==> src/clex_pkg.sv <==
// Shared types, token codes and keyword tables for the C subset lexer.
// No dependencies.
package clex_pkg;

    typedef enum logic [3:0] {
        M_IDLE, M_DEC, M_ZERO, M_HEX, M_IDENT, M_STR,
        M_SLASH, M_LINE, M_BLOCK, M_STAR, M_OP
    } t_mode;

    localparam logic [5:0] K_NUM   = 6'd0;
    localparam logic [5:0] K_ID    = 6'd1;
    localparam logic [5:0] K_STR   = 6'd2;
    localparam logic [5:0] K_KW0   = 6'd3;
    localparam logic [5:0] K_PLUS  = 6'd10;
    localparam logic [5:0] K_MINUS = 6'd11;
    localparam logic [5:0] K_MUL   = 6'd12;
    localparam logic [5:0] K_DIV   = 6'd13;
    localparam logic [5:0] K_ASSIGN = 6'd14;
    localparam logic [5:0] K_EQ    = 6'd15;
    localparam logic [5:0] K_NE    = 6'd16;
    localparam logic [5:0] K_LT    = 6'd17;
    localparam logic [5:0] K_GT    = 6'd18;
    localparam logic [5:0] K_LE    = 6'd19;
    localparam logic [5:0] K_GE    = 6'd20;
    localparam logic [5:0] K_LAND  = 6'd21;
    localparam logic [5:0] K_LOR   = 6'd22;
    localparam logic [5:0] K_AMP   = 6'd23;
    localparam logic [5:0] K_SEMI  = 6'd24;
    localparam logic [5:0] K_COMMA = 6'd25;
    localparam logic [5:0] K_LPAR  = 6'd26;
    localparam logic [5:0] K_RPAR  = 6'd27;
    localparam logic [5:0] K_LBRC  = 6'd28;
    localparam logic [5:0] K_RBRC  = 6'd29;
    localparam logic [5:0] K_LBRK  = 6'd30;
    localparam logic [5:0] K_RBRK  = 6'd31;
    localparam logic [5:0] K_END   = 6'd32;
    localparam logic [5:0] K_ERR   = 6'd33;

    typedef struct packed {
        logic [5:0]  kind;
        logic [15:0] line;
        logic [15:0] column;
        logic [7:0]  length;
        logic        last;
    } t_token;

    // int, void, if, else, while, for, return
    localparam logic [7:0] KW_TEXT [7][6] = '{
        '{"i", "n", "t", 8'h0, 8'h0, 8'h0},
        '{"v", "o", "i", "d", 8'h0, 8'h0},
        '{"i", "f", 8'h0, 8'h0, 8'h0, 8'h0},
        '{"e", "l", "s", "e", 8'h0, 8'h0},
        '{"w", "h", "i", "l", "e", 8'h0},
        '{"f", "o", "r", 8'h0, 8'h0, 8'h0},
        '{"r", "e", "t", "u", "r", "n"}
    };
    localparam logic [7:0] KW_LEN [7] = '{8'd3, 8'd4, 8'd2, 8'd4, 8'd5, 8'd3, 8'd6};

    // keywords still matching once byte c sits at position pos
    function automatic logic [6:0] kw_hits(input logic [7:0] pos, input logic [7:0] c);
        logic [6:0] m;
        m = '0;
        for (int k = 0; k < 7; k++) begin
            if (pos < KW_LEN[k] && KW_TEXT[k][pos[2:0]] == c) m[k] = 1'b1;
        end
        return m;
    endfunction

    function automatic logic [5:0] ident_kind(input logic [6:0] km, input logic [7:0] cnt);
        logic [5:0] r;
        r = K_ID;
        for (int k = 6; k >= 0; k--) begin
            if (km[k] && KW_LEN[k] == cnt) r = K_KW0 + 6'(k);
        end
        return r;
    endfunction

    function automatic logic [5:0] lone_kind(input logic [7:0] a);
        logic [5:0] r;
        case (a)
            "=":     r = K_ASSIGN;
            "<":     r = K_LT;
            ">":     r = K_GT;
            "&":     r = K_AMP;
            default: r = K_ERR;
        endcase
        return r;
    endfunction

    // zero where the pair forms no operator
    function automatic logic [5:0] pair_kind(input logic [7:0] a, input logic [7:0] b);
        logic [5:0] r;
        r = '0;
        if (b == "=") begin
            case (a)
                "=":     r = K_EQ;
                "!":     r = K_NE;
                "<":     r = K_LE;
                ">":     r = K_GE;
                default: r = '0;
            endcase
        end
        if (a == "&" && b == "&") r = K_LAND;
        if (a == "|" && b == "|") r = K_LOR;
        return r;
    endfunction

    function automatic logic [5:0] single_kind(input logic [7:0] c);
        logic [5:0] r;
        case (c)
            "+":     r = K_PLUS;
            "-":     r = K_MINUS;
            "*":     r = K_MUL;
            ";":     r = K_SEMI;
            ",":     r = K_COMMA;
            "(":     r = K_LPAR;
            ")":     r = K_RPAR;
            "{":     r = K_LBRC;
            "}":     r = K_RBRC;
            "[":     r = K_LBRK;
            "]":     r = K_RBRK;
            default: r = K_ERR;
        endcase
        return r;
    endfunction

endpackage

==> src/clex_if.sv <==
// Handshake interfaces for source bytes and tokens.
// No dependencies.
interface clex_in_if;
    logic       valid;
    logic       ready;
    logic [7:0] char_byte;
    logic       end_of_text;
    modport source (output valid, output char_byte, output end_of_text, input ready);
    modport sink (input valid, input char_byte, input end_of_text, output ready);
endinterface

interface clex_out_if;
    logic        valid;
    logic        ready;
    logic [5:0]  token_kind;
    logic [15:0] start_line;
    logic [15:0] start_column;
    logic [7:0]  lexeme_length;
    logic        last_result;
    modport source (output valid, output token_kind, output start_line, output start_column,
                    output lexeme_length, output last_result, input ready);
    modport sink (input valid, input token_kind, input start_line, input start_column,
                  input lexeme_length, input last_result, output ready);
endinterface

==> src/clex_fifo.sv <==
// Four-word token queue, up to two pushes per cycle, one pop.
// Depends on clex_pkg.
module clex_fifo (
    input  logic             i_clk,
    input  logic             i_rst_n,
    input  logic             i_push0,
    input  logic             i_push1,
    input  clex_pkg::t_token i_tok0,
    input  clex_pkg::t_token i_tok1,
    output logic             o_room2,
    output logic             o_valid,
    output clex_pkg::t_token o_tok,
    input  logic             i_pop
);
    import clex_pkg::*;

    t_token     r_mem [4];
    logic [1:0] r_wr, r_rd;
    logic [2:0] r_cnt;
    logic       pop;

    assign pop     = i_pop && (r_cnt != 3'd0);
    assign o_valid = r_cnt != 3'd0;
    assign o_tok   = r_mem[r_rd];
    assign o_room2 = r_cnt <= 3'd2;

    always_ff @(posedge i_clk) begin
        if (i_push0) r_mem[r_wr] <= i_tok0;
        if (i_push1) r_mem[r_wr + 2'd1] <= i_tok1;
        if (!i_rst_n) begin
            r_wr  <= '0;
            r_rd  <= '0;
            r_cnt <= '0;
        end else begin
            r_wr  <= r_wr + {1'b0, i_push0} + {1'b0, i_push1};
            r_rd  <= r_rd + {1'b0, pop};
            r_cnt <= r_cnt + {2'b0, i_push0} + {2'b0, i_push1} - {2'b0, pop};
        end
    end
endmodule

==> src/c_subset_lexer.sv <==
// Streaming lexer for a C subset: one source byte per word, tokens out.
// A token is queued when the byte that closes it is taken.
// Throughput: one byte a cycle; a byte may yield two tokens, queued in a
// four-word queue whose free space (at least two words) gates input ready.
// Reset (synchronous, active low): idle, position line 1 column 1, queue empty.
// End of text also returns the scanner to its reset state.
module c_subset_lexer #(
    parameter int MAX_LEXEME    = 256,
    parameter int POSITION_BITS = 16
) (
    input  logic   i_clk,
    input  logic   i_rst_n,
    clex_in_if.sink    i_src,
    clex_out_if.source o_tok
);
    import clex_pkg::*;

    localparam int LEX_LIMIT_I = (MAX_LEXEME - 1 > 255) ? 255 : MAX_LEXEME - 1;
    localparam logic [7:0] LEX_LIMIT = 8'(LEX_LIMIT_I);
    localparam logic [POSITION_BITS-1:0] POS_MAX = '1;
    localparam logic [POSITION_BITS-1:0] POS_ONE = POSITION_BITS'(1);

    // scanner state
    t_mode                  r_mode, n_mode;
    logic [POSITION_BITS-1:0] r_line, n_line, r_col, n_col;
    logic [POSITION_BITS-1:0] r_tline, n_tline, r_tcol, n_tcol;
    logic [7:0]             r_cnt, n_cnt;
    logic [6:0]             r_km, n_km;
    logic [7:0]             r_held, n_held;
    logic                   r_halt, n_halt;

    logic       take, eot, again, is_dig, is_alp, is_hexd, is_sp;
    logic [7:0] c;
    logic       a_v, b_v;
    logic [5:0] a_k, b_k, k;
    logic [7:0] a_len, b_len;
    logic       room2, push0, push1;
    t_token     ta, tb, t0, t1, head;

    assign c       = i_src.char_byte;
    assign take    = i_src.valid && i_src.ready;
    assign eot     = i_src.end_of_text || (c == 8'd0);
    assign is_dig  = c >= "0" && c <= "9";
    assign is_alp  = (c >= "a" && c <= "z") || (c >= "A" && c <= "Z");
    assign is_hexd = is_dig || (c >= "a" && c <= "f") || (c >= "A" && c <= "F");
    assign is_sp   = c == " " || (c >= 8'd9 && c <= 8'd13);

    always_comb begin
        n_mode = r_mode; n_line = r_line; n_col = r_col;
        n_tline = r_tline; n_tcol = r_tcol; n_cnt = r_cnt;
        n_km = r_km; n_held = r_held; n_halt = r_halt;
        a_v = 1'b0; a_k = K_NUM; a_len = r_cnt;
        b_v = 1'b0; b_k = K_END; b_len = 8'd0;
        again = 1'b0; k = '0;
        if (eot) begin
            // flush held token, then end token at the current position
            if (!r_halt) begin
                case (r_mode)
                    M_DEC, M_ZERO, M_HEX: a_v = 1'b1;
                    M_IDENT: begin a_v = 1'b1; a_k = ident_kind(r_km, r_cnt); end
                    M_STR:   begin a_v = 1'b1; a_k = K_STR; end
                    M_SLASH: begin a_v = 1'b1; a_k = K_DIV; a_len = 8'd1; end
                    M_OP:    begin a_v = 1'b1; a_k = lone_kind(r_held); a_len = 8'd1; end
                    default: a_v = 1'b0;
                endcase
            end
            b_v = 1'b1;
            n_mode = M_IDLE; n_line = POS_ONE; n_col = POS_ONE;
            n_tline = POS_ONE; n_tcol = POS_ONE; n_cnt = '0;
            n_km = '1; n_held = '0; n_halt = 1'b0;
        end else if (!r_halt) begin
            case (r_mode)
                M_DEC: begin
                    if (is_dig && r_cnt < LEX_LIMIT) n_cnt = r_cnt + 8'd1;
                    else begin a_v = 1'b1; again = 1'b1; end
                end
                M_ZERO: begin
                    if (c == "x" || c == "X") begin n_cnt = 8'd2; n_mode = M_HEX; end
                    else if (is_dig) begin n_cnt = 8'd2; n_mode = M_DEC; end
                    else begin a_v = 1'b1; again = 1'b1; end
                end
                M_HEX: begin
                    if (is_hexd && r_cnt < LEX_LIMIT) n_cnt = r_cnt + 8'd1;
                    else begin a_v = 1'b1; again = 1'b1; end
                end
                M_IDENT: begin
                    if ((is_alp || is_dig || c == "_") && r_cnt < LEX_LIMIT) begin
                        n_km  = r_km & kw_hits(r_cnt, c);
                        n_cnt = r_cnt + 8'd1;
                    end else begin
                        a_v = 1'b1; a_k = ident_kind(r_km, r_cnt); again = 1'b1;
                    end
                end
                M_STR: begin
                    a_k = K_STR;
                    if (c == "\"") begin a_v = 1'b1; n_mode = M_IDLE; end
                    else if (r_cnt < LEX_LIMIT) n_cnt = r_cnt + 8'd1;
                    else begin a_v = 1'b1; again = 1'b1; end
                end
                M_SLASH: begin
                    if (c == "/") n_mode = M_LINE;
                    else if (c == "*") n_mode = M_BLOCK;
                    else begin a_v = 1'b1; a_k = K_DIV; a_len = 8'd1; again = 1'b1; end
                end
                M_LINE:  if (c == 8'd10) n_mode = M_IDLE;
                M_BLOCK: if (c == "*") n_mode = M_STAR;
                M_STAR: begin
                    if (c == "/") n_mode = M_IDLE;
                    else if (c != "*") n_mode = M_BLOCK;
                end
                M_OP: begin
                    k = pair_kind(r_held, c);
                    a_v = 1'b1;
                    if (k != '0) begin a_k = k; a_len = 8'd2; n_mode = M_IDLE; end
                    else begin
                        a_k = lone_kind(r_held); a_len = 8'd1;
                        if (a_k == K_ERR) begin n_halt = 1'b1; n_mode = M_IDLE; end
                        else again = 1'b1;
                    end
                end
                default: again = 1'b1;
            endcase
            if (again) begin
                // new token starts at this byte
                n_mode = M_IDLE;
                if (!is_sp) begin
                    n_tline = r_line; n_tcol = r_col;
                    if (is_dig) begin
                        n_cnt = 8'd1;
                        n_mode = (c == "0") ? M_ZERO : M_DEC;
                    end else if (is_alp || c == "_") begin
                        n_km = kw_hits(8'd0, c); n_cnt = 8'd1; n_mode = M_IDENT;
                    end else if (c == "\"") begin
                        n_cnt = 8'd0; n_mode = M_STR;
                    end else if (c == "/") begin
                        n_mode = M_SLASH;
                    end else if (c == "=" || c == "!" || c == "<" || c == ">"
                                 || c == "&" || c == "|") begin
                        n_held = c; n_mode = M_OP;
                    end else begin
                        b_v = 1'b1; b_k = single_kind(c); b_len = 8'd1;
                        if (b_k == K_ERR) n_halt = 1'b1;
                    end
                end
            end
            // position of the next byte, saturating
            if (c == 8'd10) begin
                if (r_line != POS_MAX) n_line = r_line + POS_ONE;
                n_col = POS_ONE;
            end else if (r_col != POS_MAX) begin
                n_col = r_col + POS_ONE;
            end
        end
    end

    // closing token carries the held start; a new or end token the current spot
    assign ta = '{kind: a_k, line: 16'(r_tline), column: 16'(r_tcol),
                  length: a_len, last: !b_v};
    assign tb = '{kind: b_k, line: 16'(r_line), column: 16'(r_col),
                  length: b_len, last: 1'b1};
    assign t0    = a_v ? ta : tb;
    assign t1    = tb;
    assign push0 = take && (a_v || b_v);
    assign push1 = take && a_v && b_v;

    always_ff @(posedge i_clk) begin
        if (!i_rst_n) begin
            r_mode <= M_IDLE; r_line <= POS_ONE; r_col <= POS_ONE;
            r_tline <= POS_ONE; r_tcol <= POS_ONE; r_cnt <= '0;
            r_km <= '1; r_held <= '0; r_halt <= 1'b0;
        end else if (take) begin
            r_mode <= n_mode; r_line <= n_line; r_col <= n_col;
            r_tline <= n_tline; r_tcol <= n_tcol; r_cnt <= n_cnt;
            r_km <= n_km; r_held <= n_held; r_halt <= n_halt;
        end
    end

    clex_fifo u_fifo (
        .i_clk   (i_clk),
        .i_rst_n (i_rst_n),
        .i_push0 (push0),
        .i_push1 (push1),
        .i_tok0  (t0),
        .i_tok1  (t1),
        .o_room2 (room2),
        .o_valid (o_tok.valid),
        .o_tok   (head),
        .i_pop   (o_tok.ready)
    );

    assign i_src.ready         = room2;
    assign o_tok.token_kind    = head.kind;
    assign o_tok.start_line    = head.line;
    assign o_tok.start_column  = head.column;
    assign o_tok.lexeme_length = head.length;
    assign o_tok.last_result   = head.last;
endmodule
==> src/flat_wrapper.sv <==
// flat-port wrapper written by rule: the top's interface ports become plain ports
module c_subset_lexer_flat import clex_pkg::*;
#(
    parameter int MAX_LEXEME    = 256,
    parameter int POSITION_BITS = 16
)
  (i_clk, i_rst_n, i_src_valid, i_src_char_byte, i_src_end_of_text, i_src_ready, o_tok_valid, o_tok_token_kind, o_tok_start_line, o_tok_start_column, o_tok_lexeme_length, o_tok_last_result, o_tok_ready);
  clex_in_if i_src_i ();
  clex_out_if o_tok_i ();
  input  logic i_clk;
  input  logic i_rst_n;
  input wire logic [$bits(i_src_i.valid)-1:0] i_src_valid;
  input wire logic [$bits(i_src_i.char_byte)-1:0] i_src_char_byte;
  input wire logic [$bits(i_src_i.end_of_text)-1:0] i_src_end_of_text;
  output wire logic [$bits(i_src_i.ready)-1:0] i_src_ready;
  output wire logic [$bits(o_tok_i.valid)-1:0] o_tok_valid;
  output wire logic [$bits(o_tok_i.token_kind)-1:0] o_tok_token_kind;
  output wire logic [$bits(o_tok_i.start_line)-1:0] o_tok_start_line;
  output wire logic [$bits(o_tok_i.start_column)-1:0] o_tok_start_column;
  output wire logic [$bits(o_tok_i.lexeme_length)-1:0] o_tok_lexeme_length;
  output wire logic [$bits(o_tok_i.last_result)-1:0] o_tok_last_result;
  input wire logic [$bits(o_tok_i.ready)-1:0] o_tok_ready;
  assign i_src_i.valid = i_src_valid;
  assign i_src_i.char_byte = i_src_char_byte;
  assign i_src_i.end_of_text = i_src_end_of_text;
  assign i_src_ready = i_src_i.ready;
  assign o_tok_valid = o_tok_i.valid;
  assign o_tok_token_kind = o_tok_i.token_kind;
  assign o_tok_start_line = o_tok_i.start_line;
  assign o_tok_start_column = o_tok_i.start_column;
  assign o_tok_lexeme_length = o_tok_i.lexeme_length;
  assign o_tok_last_result = o_tok_i.last_result;
  assign o_tok_i.ready = o_tok_ready;
  c_subset_lexer #(.MAX_LEXEME(MAX_LEXEME), .POSITION_BITS(POSITION_BITS)) u_core (.i_clk(i_clk), .i_rst_n(i_rst_n), .i_src(i_src_i), .o_tok(o_tok_i));
endmodule
==> config.mk <==
export PLATFORM = sky130hd
export DESIGN_NAME = c_subset_lexer_flat
export DESIGN_NICKNAME = d
export VERILOG_FILES = /design/src/clex_pkg.sv /design/src/clex_if.sv /design/src/clex_fifo.sv /design/src/c_subset_lexer.sv /design/src/flat_wrapper.sv
export SDC_FILE = /design/constraint.sdc
export NUM_CORES = 1
export LEC_CHECK = 0
export ABC_AREA = 1
export BUFFER_PORTS_ARGS = -buffer_cell sky130_fd_sc_hd__buf_4
export CAP_MARGIN = 15
export CORE_MARGIN = 2
export CORE_UTILIZATION = 35
export CTS_BUF_LIST = sky130_fd_sc_hd__clkbuf_8
export CTS_CLUSTER_SIZE = 24
export DETAILED_ROUTE_END_ITERATION = 8
export HOLD_SLACK_MARGIN = 0.15
export PLACE_DENSITY_LB_ADDON = 0.1
export SLEW_MARGIN = 25
export SYNTH_ARGS = -nofsm -noshare
export SYNTH_HDL_FRONTEND = slang
export SYNTH_SLANG_ARGS = --single-unit
==> constraint.sdc <==
create_clock -name i_clk -period 4.6 [get_ports i_clk]
set_input_delay 0.23 -clock i_clk [delete_from_list [all_inputs] [get_ports i_clk]]
set_output_delay 0.23 -clock i_clk [all_outputs]
set_load 0.1 [all_outputs]
==> run_results.csv <==
group,metric,value,unit
run_status,outcome,"finished clean",
timing,worstMarginPinSlew,1040,ps
global_route,gr-total-overflow,0,
synth,async_flop_share,0,%
final_layout,layout_common_cells,"nand2_1, nor2_1, o21ai_0, inv_1, edfxtp_1",
timing,skew,39.9,ps
cts,cts_setup_buffers,0,
setup_path,path_class,"reg -> reg",
job,maxCapViolCount,0,
die,dieWidth,218,µm
synth,netlist_instances,2094,
timing,hold_viol,0,
placement,place_ws,915,ps
final_layout,drive_above_1_share,11.3,%
setup_path,startpoint,"u_core.r_cnt[0]$_SDFFE_PN0P_",
cts,cts_resized,0,
synth,synth.net_count,2123,
setup_path,critPathRequiredTime,5110,ps
power_and_ir_drop,irDropWorstVdd,408,µV
timing,finalCritPeriodShare,81.8,%
placement,hpwl,36900,µm
placement,portBuffers,61,
min_path,min_from,"i_src_valid",
cts,cts_tree,"done",
die,start_util,35.3,%
die,die_area,47400,µm²
timing,rsz0062_at_grt,"no",
final_layout,nets,2166,
final_layout,fillers,4804,
synth,yosys_warnings,0,
drt,wl_per_cell,20.3,µm
die,rows,78,
synth,synth_edf_count,156,
synth,synth_cell_type_count,50,
drt,via_count,15300,
timing,fin_ws,838,ps
drt,vias_per_cell,5.49,
setup_path,critPathLaunchType,"flop",
global_route,antenna_found_initial,0,
synth,syn_area,16000,µm²
synth,yosysSeqAreaShare,45.7,%
timing,finalSetupTns,0,ps
cts,cts_sinks,287,
synth,synth_seq_cells,287,
final_layout,fin_cells,2781,
timing,layout_min_cycle_time,3760,ps
drt,drt_pass1_iterations,5,
cts,clock_path_buffers,3,
placement,routabilityCongestion,0.982,
synth,synth_flop_cell,"edfxtp_1",
drt,drt_iter0_markers,1328,
timing,fmax,0.266,GHz
final_layout,layout_commonest_cell,"nand2_1",
drt,finalWirelength,56300,µm
timing,slew_headroom,30.6,%
setup_path,crit_fanout,27,
cts,cts-root-buf,"clkbuf_8",
die,ios,62,
min_path,hp-class,"in -> reg",
cts,insertion_delay,660,ps
die,die_h,218,µm
setup_path,endpoint_kind,"flop",
cts,numCtsBuffers,53,
cts,clk_pin_slew_worst_paths,60,ps
drt,drcViolationCount,0,
power_and_ir_drop,leakage,7.00,nW
setup_path,worstPathArrival,4270,ps
global_route,grt_use_total,23.7,%
drt,drtAntennaViolNets,0,
global_route,grt_pass1_wl,87300,µm
die,coreArea,45300,µm²
global_route,grt_pass1_vias,15100,
power_and_ir_drop,powerDensity,522,nW/µm²
timing,setup_viol,0,
global_route,grt_max_degree,91,
final_layout,n_antenna_cell,0,
cts,cts_htree_levels,2,
timing,drv_slew,0,
setup_path,regToRegStartpoint,"u_core.r_cnt[0]$_SDFFE_PN0P_",
synth,synth_area_per_cell,7.64,µm²
final_layout,area_delta_synth_final,13.2,%
placement,placedCellCount,2675,
-- state kept, by name (all words and copies together) (netlist names) --
| signal | flops |
|---|---|
| u_core.r_tline | 16 |
| u_core.u_fifo.r_wr | 2 |
| u_core.r_km | 7 |
| u_core.r_cnt | 8 |
| u_core.r_mode | 4 |
| u_core.r_line | 16 |
| u_core.r_held | 8 |
| u_core.u_fifo.r_mem | 188 |
| u_core.u_fifo.r_cnt | 3 |
| u_core.r_tcol | 16 |
| u_core.r_halt | 1 |
| u_core.r_col | 16 |
| u_core.u_fifo.r_rd | 2 |
-- layout make-up --
| class | instances | area, µm² | area share (%) |
|---|---|---|---|
| well taps | 600 | 751 | 4.15 |
| clock buffers | 61 | 840 | 4.64 |
| inverters | 184 | 691 | 3.81 |
| flip-flops and latches | 287 | 7310 | 40.4 |
| multi-input cells | 1508 | 7490 | 41.3 |
| repair buffers | 103 | 828 | 4.57 |
| clock inverters | 38 | 204 | 1.13 |
-- worst max-delay path, cell delays in order (launching register included) --
cell and delay [ps]:
dfxtp_1 580, ha_1 310, nand3_1 120, inv_1 100, nand2_1 170, nand2_1 190
nand2_1 110, nand2_1 90, nor2_1 60, nand4_2 110, nand2_4 190, nor2_4 180
nand2_4 80, ha_1 270, inv_1 50, fa_1 410, fa_1 390, xor2_1 170
nor2_1 50
-- through the flow --
step	hold slack (ps)	power (mW)	util, %	instance area (µm²)
detailed placement	449	7.09	37.5	17000
CTS	212	9.54	40.0	18100
global route	294	9.88	40.0	18100
floorplan	424	6.06	-	16000
global placement	443	7.07	37.5	17000
finish	275	9.46	40.0	18100
-- synthesized netlist by cell type (all sizes together) (2+ instances only) --
master     n  area, µm²
fa         3       60.1
o2111ai    4       35.0
buf       61        348
o31ai      4       30.0
nand2    462       1790
edfxtp   156       4680
o211ai     8       60.1
nor2     230        921
o41ai      2       17.5
nand4     31        206
o21ai    238       1190
inv      183        687
nor3b      3       22.5
xnor2      3       26.3
or2        3       18.8
nor3      48        245
a31oi      3       18.8
o22ai    154        963
nor4       7       43.8
a211oi     4       30.0
a221oi     5       43.8
clkbuf    54        203
nand3    146        773
a21oi    108        548
a21boi     4       30.0
o21a       3       22.5
ha        13        163
dfxtp    131       2620
xor2      18        158
-- where the power goes --
part | internal, mW | switching, mW | total, mW
logic | 0.764 | 3.20 | 3.96
clock network | 1.27 | 1.16 | 2.43
registers | 2.94 | 0.116 | 3.06
-- layer usage --
metal / up-vias / GRT usage [%] / part of all wire (%) / wire length [µm]
li1: 7353 / - / - / -
met1: 7331 / 31.2 / 45 / 25100
met2: 456 / 39.8 / 47 / 26700
met3: 119 / 2.85 / 4.8 / 2690
met4: 0 / 9.27 / 3.3 / 1860
met5: - / 0 / 0 / 0
-- logic make-up (layout without fill, tap and decap cells) --
logic type / count (synthesis) / in the layout / share of synthesized area, %
AND/OR/NAND/NOR: 932 / 932 / 25.2
AO/OA/AOI/OAI: 539 / 539 / 18.8
buffers and inverters: 299 / 386 / 7.76
flip-flops: 287 / 287 / 45.7
XOR/XNOR: 21 / 21 / 1.15
adder cells (fa/ha/maj): 16 / 16 / 1.39
-- worst paths after layout --
check,end,slack [ps],cells past startpoint
worst min register to register,u_core.r_tcol[10]$_SDFFE_PN0P_,460,2
worst max register to register,u_core.u_fifo.r_cnt[2]$_SDFF_PN0_,840,18
worst min-delay path,u_core.r_halt$_SDFFE_PN0P_,280,5
worst max-delay path,u_core.u_fifo.r_cnt[2]$_SDFF_PN0_,840,18
-- timing repair --
action / 4_1_cts / 5_1_grt
endpoints found under the hold margin: 26 / 0
endpoints found under the setup margin: 0 / 0
hold buffers: 7 / 0
(Power assumes the default switching activity.)
